==> src/hdl/u8d_pkg.sv <==
// ----------------------------------------------------------------------------
// u8d_pkg
// Shared types and constants for the UTF-8 decoder with position tracking.
// ----------------------------------------------------------------------------
package u8d_pkg;

   localparam int unsigned BYTE_W   = 8;
   localparam int unsigned CP_W     = 21;
   localparam int unsigned STATUS_W = 2;
   localparam int unsigned LINE_W   = 24;
   localparam int unsigned COL_W    = 16;
   localparam int unsigned OFS_W    = 32;

   // Result status codes.
   localparam logic [STATUS_W-1:0] STATUS_OK        = 2'd0;
   localparam logic [STATUS_W-1:0] STATUS_MALFORMED = 2'd1;
   localparam logic [STATUS_W-1:0] STATUS_LONG_LEAD = 2'd2;

   localparam logic [CP_W-1:0]   ERR_CP   = 21'h00FFFE;
   localparam logic [BYTE_W-1:0] NEWLINE  = 8'h0A;

   localparam logic [LINE_W-1:0] LINE_MAX = {LINE_W{1'b1}};
   localparam logic [COL_W-1:0]  COL_MAX  = {COL_W{1'b1}};
   localparam logic [OFS_W-1:0]  OFS_MAX  = {OFS_W{1'b1}};

   typedef struct packed {
      logic [CP_W-1:0]     codepoint;
      logic [STATUS_W-1:0] status;
      logic [LINE_W-1:0]   line_number;
      logic [COL_W-1:0]    column_number;
      logic [OFS_W-1:0]    byte_offset;
   } rsp_type;

endpackage

==> src/hdl/u8d_ifs.sv <==
// ----------------------------------------------------------------------------
// u8d_ifs
// Valid/ready channel interfaces for source bytes and decoded results.
// ----------------------------------------------------------------------------
interface u8d_req_if;
   logic       valid;
   logic       ready;
   logic [7:0] data_byte;

   modport source (output valid, output data_byte, input ready);
   modport sink   (input valid, input data_byte, output ready);
endinterface

interface u8d_rsp_if;
   logic        valid;
   logic        ready;
   logic [20:0] codepoint;
   logic [1:0]  status;
   logic [23:0] line_number;
   logic [15:0] column_number;
   logic [31:0] byte_offset;

   modport source (output valid, output codepoint, output status, output line_number,
                   output column_number, output byte_offset, input ready);
   modport sink   (input valid, input codepoint, input status, input line_number,
                   input column_number, input byte_offset, output ready);
endinterface

==> src/hdl/utf8_decoder_with_position_unit.sv <==
// ----------------------------------------------------------------------------
// utf8_decoder_with_position_unit
// UTF-8 decoder that tags each codepoint with line, column and byte offset.
// ----------------------------------------------------------------------------
// Usage:
//   req_ch carries one source byte per transfer; rsp_ch carries one decoded
//   result per completed (or failed) sequence, with its line, column and
//   byte offset of the first byte. Continuation bytes in the middle of a
//   sequence produce no result.
//   Each accepted byte is held in an input register, is stepped through the
//   decoder, and any result lands in the output register: a result is
//   presented from the output register once its final byte has left the
//   input register, and it stays there until it is taken.
//   Throughput is one byte per cycle while the output is not blocked; the
//   decode step is a single pass of shallow logic between the two registers.
//   When the receiver stalls, the held result stays in the output register
//   and the input register may still fill; req_ch.ready drops only when both
//   are occupied and the result has not been taken.
//   Reset is synchronous: it empties both registers, clears the decoder
//   state, and restarts position at line 1, column 0, offset 0.
// ----------------------------------------------------------------------------
module utf8_decoder_with_position_unit (
   input  logic   clock,
   input  logic   reset,
   u8d_req_if.sink   req_ch,
   u8d_rsp_if.source rsp_ch
);
   import u8d_pkg::*;

   logic             in_valid_ff;
   logic [7:0]       in_byte_ff;
   logic             out_valid_ff;
   rsp_type          out_data_ff;
   logic             advance;
   logic             fire;
   logic             emit;
   rsp_type          step_result;

   assign advance      = !out_valid_ff || rsp_ch.ready;
   assign fire         = in_valid_ff && advance;
   assign req_ch.ready = !in_valid_ff || advance;

   u8d_step u_step (
      .clock     (clock),
      .reset     (reset),
      .fire      (fire),
      .data_byte (in_byte_ff),
      .emit      (emit),
      .result    (step_result)
   );

   always_ff @(posedge clock) begin
      if (reset) begin
         in_valid_ff <= 1'b0;
      end else if (req_ch.ready) begin
         in_valid_ff <= req_ch.valid;
      end
   end

   always_ff @(posedge clock) begin
      if (req_ch.ready && req_ch.valid) begin
         in_byte_ff <= req_ch.data_byte;
      end
   end

   always_ff @(posedge clock) begin
      if (reset) begin
         out_valid_ff <= 1'b0;
      end else if (advance) begin
         out_valid_ff <= fire && emit;
      end
   end

   always_ff @(posedge clock) begin
      if (fire && emit) begin
         out_data_ff <= step_result;
      end
   end

   assign rsp_ch.valid         = out_valid_ff;
   assign rsp_ch.codepoint     = out_data_ff.codepoint;
   assign rsp_ch.status        = out_data_ff.status;
   assign rsp_ch.line_number   = out_data_ff.line_number;
   assign rsp_ch.column_number = out_data_ff.column_number;
   assign rsp_ch.byte_offset   = out_data_ff.byte_offset;

`ifndef SYNTHESIS
   // A byte waiting in the input register is kept while the output is blocked.
   a_in_hold: assert property (@(posedge clock) disable iff (reset)
      in_valid_ff && !advance |=> in_valid_ff && $stable(in_byte_ff))
      else $error("input byte lost during stall");

   // A long lead byte always reports codepoint zero.
   a_long_lead_zero: assert property (@(posedge clock) disable iff (reset)
      out_valid_ff && out_data_ff.status == STATUS_LONG_LEAD |->
      out_data_ff.codepoint == '0)
      else $error("long lead with nonzero codepoint");

   // Malformed results carry the replacement value.
   a_malformed_cp: assert property (@(posedge clock) disable iff (reset)
      out_valid_ff && out_data_ff.status == STATUS_MALFORMED |->
      out_data_ff.codepoint == ERR_CP)
      else $error("malformed result with wrong codepoint");

   // Every delivered result has a line and a column of at least one.
   a_position_nonzero: assert property (@(posedge clock) disable iff (reset)
      out_valid_ff |-> out_data_ff.line_number != '0 && out_data_ff.column_number != '0)
      else $error("result with zero line or column");
`endif

endmodule

==> src/hdl/u8d_step.sv <==
// ----------------------------------------------------------------------------
// u8d_step
// Decoder state and single-byte step logic: sequence assembly and position.
// ----------------------------------------------------------------------------
module u8d_step (
   input  logic                   clock,
   input  logic                   reset,
   input  logic                   fire,
   input  logic [7:0]             data_byte,
   output logic                   emit,
   output u8d_pkg::rsp_type       result
);
   import u8d_pkg::*;

   logic [1:0]        pending_ff,  pending_in;
   logic [CP_W-1:0]   partial_ff,  partial_in;
   logic [OFS_W-1:0]  start_ff,    start_in;
   logic [OFS_W-1:0]  seen_ff,     seen_in;
   logic [LINE_W-1:0] line_ff,     line_in;
   logic [COL_W-1:0]  col_ff,      col_in;
   logic              nl_ff,       nl_in;

   logic [CP_W-1:0]     cp;
   logic [STATUS_W-1:0] st;
   logic [OFS_W-1:0]    ofs;
   logic [CP_W-1:0]     shifted;

   assign shifted = {partial_ff[CP_W-7:0], data_byte[5:0]};

   always_comb begin
      pending_in = pending_ff;
      partial_in = partial_ff;
      start_in   = start_ff;
      seen_in    = (seen_ff != OFS_MAX) ? seen_ff + OFS_W'(1) : seen_ff;
      emit       = 1'b0;
      cp         = '0;
      st         = STATUS_OK;
      ofs        = start_ff;

      if (pending_ff != 2'd0) begin
         if (data_byte[7:6] != 2'b10) begin
            // A broken sequence is reported with the offset of its first byte.
            pending_in = 2'd0;
            partial_in = '0;
            emit       = 1'b1;
            cp         = ERR_CP;
            st         = STATUS_MALFORMED;
         end else begin
            partial_in = shifted;
            pending_in = pending_ff - 2'd1;
            if (pending_ff == 2'd1) begin
               emit = 1'b1;
               cp   = shifted;
            end
         end
      end else begin
         start_in = seen_ff;
         ofs      = seen_ff;
         priority if (data_byte[7] == 1'b0) begin
            emit = 1'b1;
            cp   = CP_W'(data_byte);
         end else if (data_byte[7:6] == 2'b10) begin
            emit = 1'b1;
            cp   = ERR_CP;
            st   = STATUS_MALFORMED;
         end else if (data_byte[7:5] == 3'b110) begin
            partial_in = CP_W'(data_byte[4:0]);
            pending_in = 2'd1;
         end else if (data_byte[7:4] == 4'b1110) begin
            partial_in = CP_W'(data_byte[3:0]);
            pending_in = 2'd2;
         end else if (data_byte[7:3] == 5'b11110) begin
            partial_in = CP_W'(data_byte[2:0]);
            pending_in = 2'd3;
         end else begin
            emit = 1'b1;
            cp   = '0;
            st   = STATUS_LONG_LEAD;
         end
      end

      // Position moves only when a result goes out.
      line_in = line_ff;
      col_in  = col_ff;
      nl_in   = nl_ff;
      if (emit) begin
         if (nl_ff) begin
            if (line_ff != LINE_MAX) begin
               line_in = line_ff + LINE_W'(1);
            end
            col_in = COL_W'(1);
         end else if (col_ff != COL_MAX) begin
            col_in = col_ff + COL_W'(1);
         end
         nl_in = (st == STATUS_OK) && (cp == CP_W'(NEWLINE));
      end

      result.codepoint     = cp;
      result.status        = st;
      result.line_number   = line_in;
      result.column_number = col_in;
      result.byte_offset   = ofs;
   end

   always_ff @(posedge clock) begin
      if (reset) begin
         pending_ff <= 2'd0;
         partial_ff <= '0;
         start_ff   <= '0;
         seen_ff    <= '0;
         line_ff    <= LINE_W'(1);
         col_ff     <= '0;
         nl_ff      <= 1'b0;
      end else if (fire) begin
         pending_ff <= pending_in;
         partial_ff <= partial_in;
         start_ff   <= start_in;
         seen_ff    <= seen_in;
         line_ff    <= line_in;
         col_ff     <= col_in;
         nl_ff      <= nl_in;
      end
   end

`ifndef SYNTHESIS
   // The offset of a completed sequence never lies ahead of the bytes consumed.
   a_start_behind_seen: assert property (@(posedge clock) disable iff (reset)
      start_ff <= seen_ff)
      else $error("sequence start ahead of byte count");

   // Each step inside a sequence loads the remaining count it computed.
   a_pending_drop: assert property (@(posedge clock) disable iff (reset)
      fire && pending_ff != 2'd0 |=> pending_ff == $past(pending_in))
      else $error("pending count did not follow the step");

   // Column counting restarts right after a newline was emitted.
   a_column_restart: assert property (@(posedge clock) disable iff (reset)
      fire && emit && nl_ff |-> result.column_number == COL_W'(1))
      else $error("column did not restart after newline");
`endif

endmodule

==> src/flat_wrapper.sv <==
// flat-port wrapper written by rule: the top's interface ports become plain ports
module utf8_decoder_with_position_unit_flat import u8d_pkg::*;
  (clock, reset, req_ch_valid, req_ch_data_byte, req_ch_ready, rsp_ch_valid, rsp_ch_codepoint, rsp_ch_status, rsp_ch_line_number, rsp_ch_column_number, rsp_ch_byte_offset, rsp_ch_ready);
  u8d_req_if req_ch_i ();
  u8d_rsp_if rsp_ch_i ();
  input  logic clock;
  input  logic reset;
  input wire logic [$bits(req_ch_i.valid)-1:0] req_ch_valid;
  input wire logic [$bits(req_ch_i.data_byte)-1:0] req_ch_data_byte;
  output wire logic [$bits(req_ch_i.ready)-1:0] req_ch_ready;
  output wire logic [$bits(rsp_ch_i.valid)-1:0] rsp_ch_valid;
  output wire logic [$bits(rsp_ch_i.codepoint)-1:0] rsp_ch_codepoint;
  output wire logic [$bits(rsp_ch_i.status)-1:0] rsp_ch_status;
  output wire logic [$bits(rsp_ch_i.line_number)-1:0] rsp_ch_line_number;
  output wire logic [$bits(rsp_ch_i.column_number)-1:0] rsp_ch_column_number;
  output wire logic [$bits(rsp_ch_i.byte_offset)-1:0] rsp_ch_byte_offset;
  input wire logic [$bits(rsp_ch_i.ready)-1:0] rsp_ch_ready;
  assign req_ch_i.valid = req_ch_valid;
  assign req_ch_i.data_byte = req_ch_data_byte;
  assign req_ch_ready = req_ch_i.ready;
  assign rsp_ch_valid = rsp_ch_i.valid;
  assign rsp_ch_codepoint = rsp_ch_i.codepoint;
  assign rsp_ch_status = rsp_ch_i.status;
  assign rsp_ch_line_number = rsp_ch_i.line_number;
  assign rsp_ch_column_number = rsp_ch_i.column_number;
  assign rsp_ch_byte_offset = rsp_ch_i.byte_offset;
  assign rsp_ch_i.ready = rsp_ch_ready;
  utf8_decoder_with_position_unit u_core (.clock(clock), .reset(reset), .req_ch(req_ch_i), .rsp_ch(rsp_ch_i));
endmodule
==> config.mk <==
export PLATFORM = sky130hd
export DESIGN_NAME = utf8_decoder_with_position_unit_flat
export DESIGN_NICKNAME = d
export VERILOG_FILES = /design/src/hdl/u8d_pkg.sv /design/src/hdl/u8d_ifs.sv /design/src/hdl/utf8_decoder_with_position_unit.sv /design/src/hdl/u8d_step.sv /design/src/flat_wrapper.sv
export SDC_FILE = /design/constraint.sdc
export NUM_CORES = 1
export LEC_CHECK = 0
export BUFFER_PORTS_ARGS = -buffer_cell sky130_fd_sc_hd__buf_2
export CORE_MARGIN = 2
export CORE_UTILIZATION = 60
export CTS_BUF_LIST = sky130_fd_sc_hd__clkbuf_4 sky130_fd_sc_hd__clkbuf_8
export DETAILED_ROUTE_END_ITERATION = 12
export GPL_ROUTABILITY_DRIVEN = 0
export MAX_ROUTING_LAYER = met4
export PLACE_DENSITY = 0.89
export SETUP_SLACK_MARGIN = 0.3
export SYNTH_ARGS = -nofsm -noshare
export SYNTH_HDL_FRONTEND = slang
export SYNTH_SLANG_ARGS = --single-unit
export TNS_END_PERCENT = 100
==> constraint.sdc <==
create_clock -name clock -period 8.4 [get_ports clock]
set_input_delay 0.84 -clock clock [delete_from_list [all_inputs] [get_ports clock]]
set_output_delay 0.84 -clock clock [all_outputs]
set_load 0.02 [all_outputs]
==> impl_metrics.env, run 1 <==
export IMPL_port_buffers=108
export IMPL_min_period_ns=4.70
export IMPL_worstMarginPinSlew_ns=1.21
export IMPL_drv_slew=0
export IMPL_synth_area_um2=10200
export IMPL_p_leak_uw=0.00413
export IMPL_powerDensity_nw_per_um2=205
export IMPL_vias_per_cell=5.75
export IMPL_antenna_found_initial=0
export IMPL_clkLatencyLatePin_ns=0.53
export IMPL_yosysWarnings=0
export IMPL_r2r_start="u_core.u_step.pending_ff[0]$_SDFFE_PP0P_"
export IMPL_r2r_setup_slack_ns=3.70
export IMPL_synthAdderAreaFrac=0.00981
export IMPL_holdPathStages=2
export IMPL_start_util=0.615
export IMPL_hold_violations=0
export IMPL_cts_sinks=227
export IMPL_yosysSeqAreaShare=0.547
export IMPL_maxCapViolations=0
export IMPL_grt_start_max_net_pins=82
export IMPL_cp_start_kind="flop"
export IMPL_routed_wirelength_mm=21.3
export IMPL_fp_dieArea_um2=18100
export IMPL_diodes=0
export IMPL_path_class="flop to flop"
export IMPL_dr_pass1_iters=5
export IMPL_endpoint_kind="flop"
export IMPL_synth_compound_area_share=0.0967
export IMPL_layout_setup_ws_ns=3.70
export IMPL_drcViolationCount=0
export IMPL_swShare=0.227
export IMPL_wirelength_met1_mm=9.34
export IMPL_peakVddDrop_uv=129
export IMPL_clockBufferDepth=3
export IMPL_vias=7733
export IMPL_grt_usage=0.246
export IMPL_ys_seq_elements=227
export IMPL_clkTransAtPathRegs_ns=0.06
export IMPL_tns_ns=0
export IMPL_relSlewSlack=0.190
export IMPL_drive_gt1_frac=0.200
export IMPL_finalNetCount=1117
export IMPL_root_buffer="clkbuf_8"
export IMPL_hold_start="u_core.u_step.start_ff[18]$_SDFFE_PP0P_"
export IMPL_met3WireLength_mm=1.08
export IMPL_die_y_um=134
export IMPL_clock_skew_ns=0.0241
export IMPL_setup_violations_final=0
export IMPL_post_cts_resized=0
export IMPL_synth_cell_type_count=67
export IMPL_synth_top_family_by_area="simple AND/OR/NAND/NOR gates"
export IMPL_outcome="finished, final reports clean"
export IMPL_synth_avg_cell_area_um2=10.1
export IMPL_drtIter0Drc=604
export IMPL_fin_crit_sh=0.559
export IMPL_reg2reg_to="u_core.u_step.col_ff[10]$_SDFFE_PP0P_"
export IMPL_core_area_um2=16600
export IMPL_grt_pass1_vias=7287
export IMPL_synth_top_cell_by_area="edfxtp_1"
export IMPL_area_growth_pct=13.5
export IMPL_muxShareOfSynthArea=0.0436
export IMPL_ys_flop_type="dfxtp_1"
export IMPL_max_freq_ghz=0.213
export IMPL_synth_edff_count=103
export IMPL_p_seq_frac=0.507
export IMPL_wl_per_cell_um=15.9
export IMPL_crit_arrival_ns=5.14
export IMPL_highest_layer="met4"
export IMPL_worstRegToRegCells=10
export IMPL_hold_end="u_core.u_step.start_ff[18]$_SDFFE_PP0P_"
export IMPL_synthXorXnorAreaFrac=0.0541
export IMPL_synthesis_nets=1029
export IMPL_grt_overflow=0
export IMPL_dp_final_hpwl_mm=13.8
export IMPL_cts_made_buffers=36
export IMPL_cp_required_ns=8.84
export IMPL_pin_count=109
export IMPL_p_int_uw=1830
export IMPL_grt_pass1_wl_mm=35.1
export IMPL_yosys_area_share_simple=0.216
export IMPL_async_reset_ff_frac=0
export IMPL_synthCells=1009
export IMPL_pre_cts_slack_ns=3.64
export IMPL_fp_dieW_um=134
export IMPL_ys_top_cells_by_area="edfxtp_1 (30%), dfxtp_1 (24%), nand2_1 (4.7%)"
export IMPL_fp_row_count=47
export IMPL_hold_buffers=0
export IMPL_cts_tree="yes"
export IMPL_power_share_clock=0.431
export IMPL_combPwrFrac=0.062
export IMPL_power_switching_uw=539
export IMPL_rsz0062_at_grt="no"
export IMPL_h_tree_depth=2
export IMPL_synth_top_area_share=0.303
export IMPL_met2_length_mm=10.5
export IMPL_post_cts_setup_buffers=0
export IMPL_ant_nets=0
export IMPL_hold_class="flop to flop"
export IMPL_crit_fanout=81
-- power by group through the flow --
stage,sequential [uW],clock [uW],combinational [uW]
2_1_floorplan,1260,0,69.3
3_3_place_gp,1220,0,145
3_5_place_dp,1220,0,148
4_1_cts,1200,1040,148
5_1_grt,1200,1080,159
6_report,1200,1020,148
-- routing by layer --
layer / vias to the layer above / global-route usage
met4: 0 / 0.0854
met2: 231 / 0.405
li1: 3806 / -
met1: 3664 / 0.312
met3: 32 / 0.0370
met5: - / -
-- state kept, by name, summed over array words and instances (netlist names) --
name                         count
u_core.rsp_ch.byte_offset       32
u_core.u_step.seen_ff           32
u_core.u_step.start_ff          32
u_core.rsp_ch.line_number       24
u_core.u_step.line_ff           24
u_core.rsp_ch.codepoint         21
u_core.rsp_ch.column_number     16
u_core.u_step.col_ff            16
u_core.u_step.partial_ff        15
u_core.in_byte_ff                8
u_core.rsp_ch.status             2
u_core.u_step.pending_ff         2
u_core.in_valid_ff               1
u_core.rsp_ch.valid              1
u_core.u_step.nl_ff              1
-- cell type report --
type	count	area, um^2
Clock inverter	14	141
Timing Repair Buffer	113	581
Fill cell	1238	5010
Clock buffer	52	666
Tap cell	220	275
Multi-Input combinational cell	706	4290
Inverter	13	51.3
Sequential cell	227	5580
-- worst max-delay path, cell delays in order, from the launching register on --
cell	delay [ns]
dfxtp_1	0.34
inv_1	0.07
ha_2	0.95
nor2b_1	0.24
nand2b_1	0.22
and3_1	0.61
nand2_1	0.47
inv_4	0.44
buf_4	0.82
a31oi_1	0.17
a211oi_1	0.23
-- worst max-delay path by stage --
| stage | cells after the start | endpoint | slack (ns) | startpoint |
|---|---|---|---|---|
| 5_1_grt | 10 | u_core.u_step.col_ff[14]$_SDFFE_PP0P_ | 3.11 | u_core.u_step.pending_ff[0]$_SDFFE_PP0P_ |
| 3_3_place_gp | 10 | u_core.u_step.col_ff[0]$_SDFFE_PP0P_ | 3.83 | u_core.u_step.pending_ff[0]$_SDFFE_PP0P_ |
| 3_5_place_dp | 10 | u_core.u_step.col_ff[5]$_SDFFE_PP0P_ | 3.64 | u_core.u_step.pending_ff[0]$_SDFFE_PP0P_ |
| 4_1_cts | 10 | u_core.u_step.col_ff[5]$_SDFFE_PP0P_ | 3.64 | u_core.u_step.pending_ff[0]$_SDFFE_PP0P_ |
| 2_1_floorplan | 10 | u_core.u_step.nl_ff$_SDFFE_PP0P_ | 3.63 | u_core.in_byte_ff[7]$_DFFE_PP_ |
| 6_report | 10 | u_core.u_step.col_ff[10]$_SDFFE_PP0P_ | 3.70 | u_core.u_step.pending_ff[0]$_SDFFE_PP0P_ |
-- cell usage in the layout, fill, tap and decap left out, types with 11 or more instances in the layout --
master / count
a21oi_1: 75
nor3_1: 17
nand3_1: 50
nand4_1: 28
nand2b_1: 26
nor2_1: 83
or3_1: 11
a31oi_1: 16
xnor2_1: 29
nand2_1: 128
xor2_1: 34
o21ai_0: 31
dfxtp_1: 124
edfxtp_1: 103
buf_2: 107
clkbuf_8: 44
mux2_2: 34
a211oi_1: 11
nor4_1: 11
and4_1: 11
and3_1: 18
-- cells in the mapped netlist, types with 2 or more instances --
cell	instances
nand2_1	128
dfxtp_1	124
edfxtp_1	103
nor2_1	83
a21oi_1	76
nand3_1	50
clkbuf_1	40
mux2_2	34
xor2_1	34
o21ai_0	31
xnor2_1	29
nand4_1	28
nand2b_1	26
and3_1	18
nor3_1	17
a31oi_1	16
a211oi_1	11
and4_1	11
buf_2	11
nor4_1	11
or3_1	11
inv_1	10
a21o_1	8
ha_1	8
nor2b_1	8
and2_1	7
buf_1	6
or4_1	6
mux2i_1	5
nor4b_1	5
o31ai_1	4
buf_6	3
nand3b_1	3
nor3_2	3
o41ai_1	3
clkbuf_8	2
inv_2	2
nand3_4	2
o211ai_1	2
o21a_1	2
o22ai_1	2
-- metrics by stage --
stage               power [uW]  instance area, um^2  cells  hold WS (ns)  utilization
CTS                       2390                11600   1345         0.455        0.698
floorplan                 1330                10200   1009         0.434            -
global placement          1370                10800   1279         0.439        0.649
global route              2450                11600   1345         0.475        0.698
detailed placement        1370                10800   1279         0.447        0.649
finish                    2370                11600   1345         0.453        0.698
-- logic make-up (layout without fill, tap and decap cells) --
kind of cell | Yosys count | after routing
adders and majority gates | 8 | 8
xor gates and xnor gates | 63 | 63
and+or+nand+nor | 428 | 428
buffers and inverters | 76 | 192
muxes | 40 | 40
AOI/OAI and AO/OA | 167 | 167
DFF | 227 | 227
No activity file was read; power rests on OpenSTA's default activity.
==> run 2, diff against run 1 <==
Clock period 8.4 ns to 4.9 ns, I/O delays scaled along.
==> impl_metrics.env, run 2 (synthesis results as in run 1) <==
export IMPL_outcome="finished, final reports clean"
export IMPL_post_cts_resized=0
export IMPL_path_class="flop to flop"
export IMPL_vias_per_cell=5.92
export IMPL_h_tree_depth=2
export IMPL_p_seq_frac=0.517
export IMPL_tns_ns=0
export IMPL_design_area_um2=11500
export IMPL_post_cts_setup_buffers=0
export IMPL_p_leak_uw=0.00413
export IMPL_hold_violations=0
export IMPL_cp_required_ns=5.33
export IMPL_setup_violations_final=0
export IMPL_layout_commonest_cell="nand2_1"
export IMPL_grt_usage=0.252
export IMPL_powerDensity_nw_per_um2=345
export IMPL_fp_dieW_um=134
export IMPL_clkLatencyLatePin_ns=0.53
export IMPL_drive_gt1_frac=0.206
export IMPL_maxCapViolations=0
export IMPL_vias=7951
export IMPL_fp_row_count=47
export IMPL_cts_made_buffers=36
export IMPL_die_y_um=134
export IMPL_layout_setup_ws_ns=0.960
export IMPL_dp_final_hpwl_mm=13.8
export IMPL_swShare=0.233
export IMPL_final_core_util=0.696
export IMPL_start_util=0.615
export IMPL_cp_start_kind="flop"
export IMPL_power_switching_uw=928
export IMPL_crit_fanout=73
export IMPL_routed_wirelength_mm=22.0
export IMPL_hold_buffers=0
export IMPL_combPwrFrac=0.065
export IMPL_grt_pass1_wl_mm=36.1
export IMPL_finalPower_uw=3980
export IMPL_grt_pass1_vias=7505
export IMPL_wl_per_cell_um=16.4
export IMPL_max_freq_ghz=0.254
export IMPL_grt_start_max_net_pins=79
export IMPL_grt_overflow=0
export IMPL_pin_count=109
export IMPL_area_growth_pct=13.2
export IMPL_root_buffer="clkbuf_8"
export IMPL_peakVddDrop_uv=312
export IMPL_port_buffers=108
export IMPL_power_share_clock=0.418
export IMPL_clock_skew_ns=0.0183
export IMPL_worstMarginPinSlew_ns=1.26
export IMPL_ant_nets=0
export IMPL_pre_cts_slack_ns=1.05
export IMPL_antenna_found_initial=0
export IMPL_cts_sinks=227
export IMPL_p_int_uw=3050
export IMPL_fin_crit_sh=0.804
export IMPL_placed_cell_area_um2=10800
export IMPL_clockBufferDepth=3
export IMPL_crit_arrival_ns=4.37
export IMPL_finalNetCount=1118
export IMPL_drtIter0Drc=737
export IMPL_cts_tree="yes"
export IMPL_final_cell_mix="nand2_1 (128), dfxtp_1 (124), buf_2 (107)"
export IMPL_drv_slew=0
export IMPL_hold_class="input pin to flop"
export IMPL_drcViolationCount=0
export IMPL_dr_pass1_iters=5
export IMPL_n_fill_cell=1262
export IMPL_diodes=0
export IMPL_core_area_um2=16600
export IMPL_min_period_ns=3.94
export IMPL_endpoint_kind="flop"
export IMPL_fp_dieArea_um2=18100
export IMPL_clkTransAtPathRegs_ns=0.06
export IMPL_relSlewSlack=0.162
export IMPL_rsz0062_at_grt="no"
==> run 2: cell count changes in the layout (fill, tap and decap cells not counted), sizes merged <==
cell      before  now
clkinvlp       2    0
buf          113  114
bufinv         3    1
clkbuf        52   53
clkinv        10   11
==> run 2: area by class of cell <==
class	count	area [um^2]	area share
inverter	13	51.3	0.00444
clock buffer	53	679	0.0588
tap	220	275	0.0238
sequential	227	5580	0.483
multi-input combinational	706	4290	0.371
timing repair buffer	114	601	0.0520
clock inverter	11	80.1	0.00693
==> run 2: final timing paths <==
kind / start / endpoint / slack (ns) / depth (start not counted)
min: req_ch_data_byte[3] / u_core.in_byte_ff[3]$_DFFE_PP_ / 0.15 / 1
min reg2reg: u_core.u_step.start_ff[4]$_SDFFE_PP0P_ / u_core.u_step.start_ff[4]$_SDFFE_PP0P_ / 0.45 / 2
max reg2reg: u_core.in_byte_ff[7]$_DFFE_PP_ / u_core.u_step.col_ff[10]$_SDFFE_PP0P_ / 0.96 / 9
max: u_core.in_byte_ff[7]$_DFFE_PP_ / u_core.u_step.col_ff[10]$_SDFFE_PP0P_ / 0.96 / 9
==> run 2: power by group through the flow <==
stage	registers (uW)	logic (uW)	clock network (uW)
3_3_place_gp	2100	252	0
4_1_cts	2060	257	1700
5_1_grt	2060	275	1770
2_1_floorplan	2160	119	0
6_report	2060	257	1660
3_5_place_dp	2100	256	0
==> run 2: metrics by stage <==
stage	std cells	hold WS, ns
floorplan	1009	0.434
global placement	1280	0.439
detailed placement	1280	0.447
CTS	1344	0.133
global route	1344	0.139
finish	1344	0.151
==> run 2: worst max-delay path, cell delays in order, from the launching register on <==
cell,delay [ns]
edfxtp_1,0.58
ha_1,0.38
nor2b_1,0.22
nand2b_1,0.18
and3_1,0.65
nand2_1,0.51
inv_4,0.52
buf_12,0.40
a31oi_1,0.14
a211oi_1,0.22
==> run 2: layer usage <==
layer	vias up	wire, um	track usage
li1	3813	-	-
met2	324	10800	0.424
met1	3767	9120	0.307
met5	-	0	-
met4	0	501	0.0784
met3	47	1530	0.0522
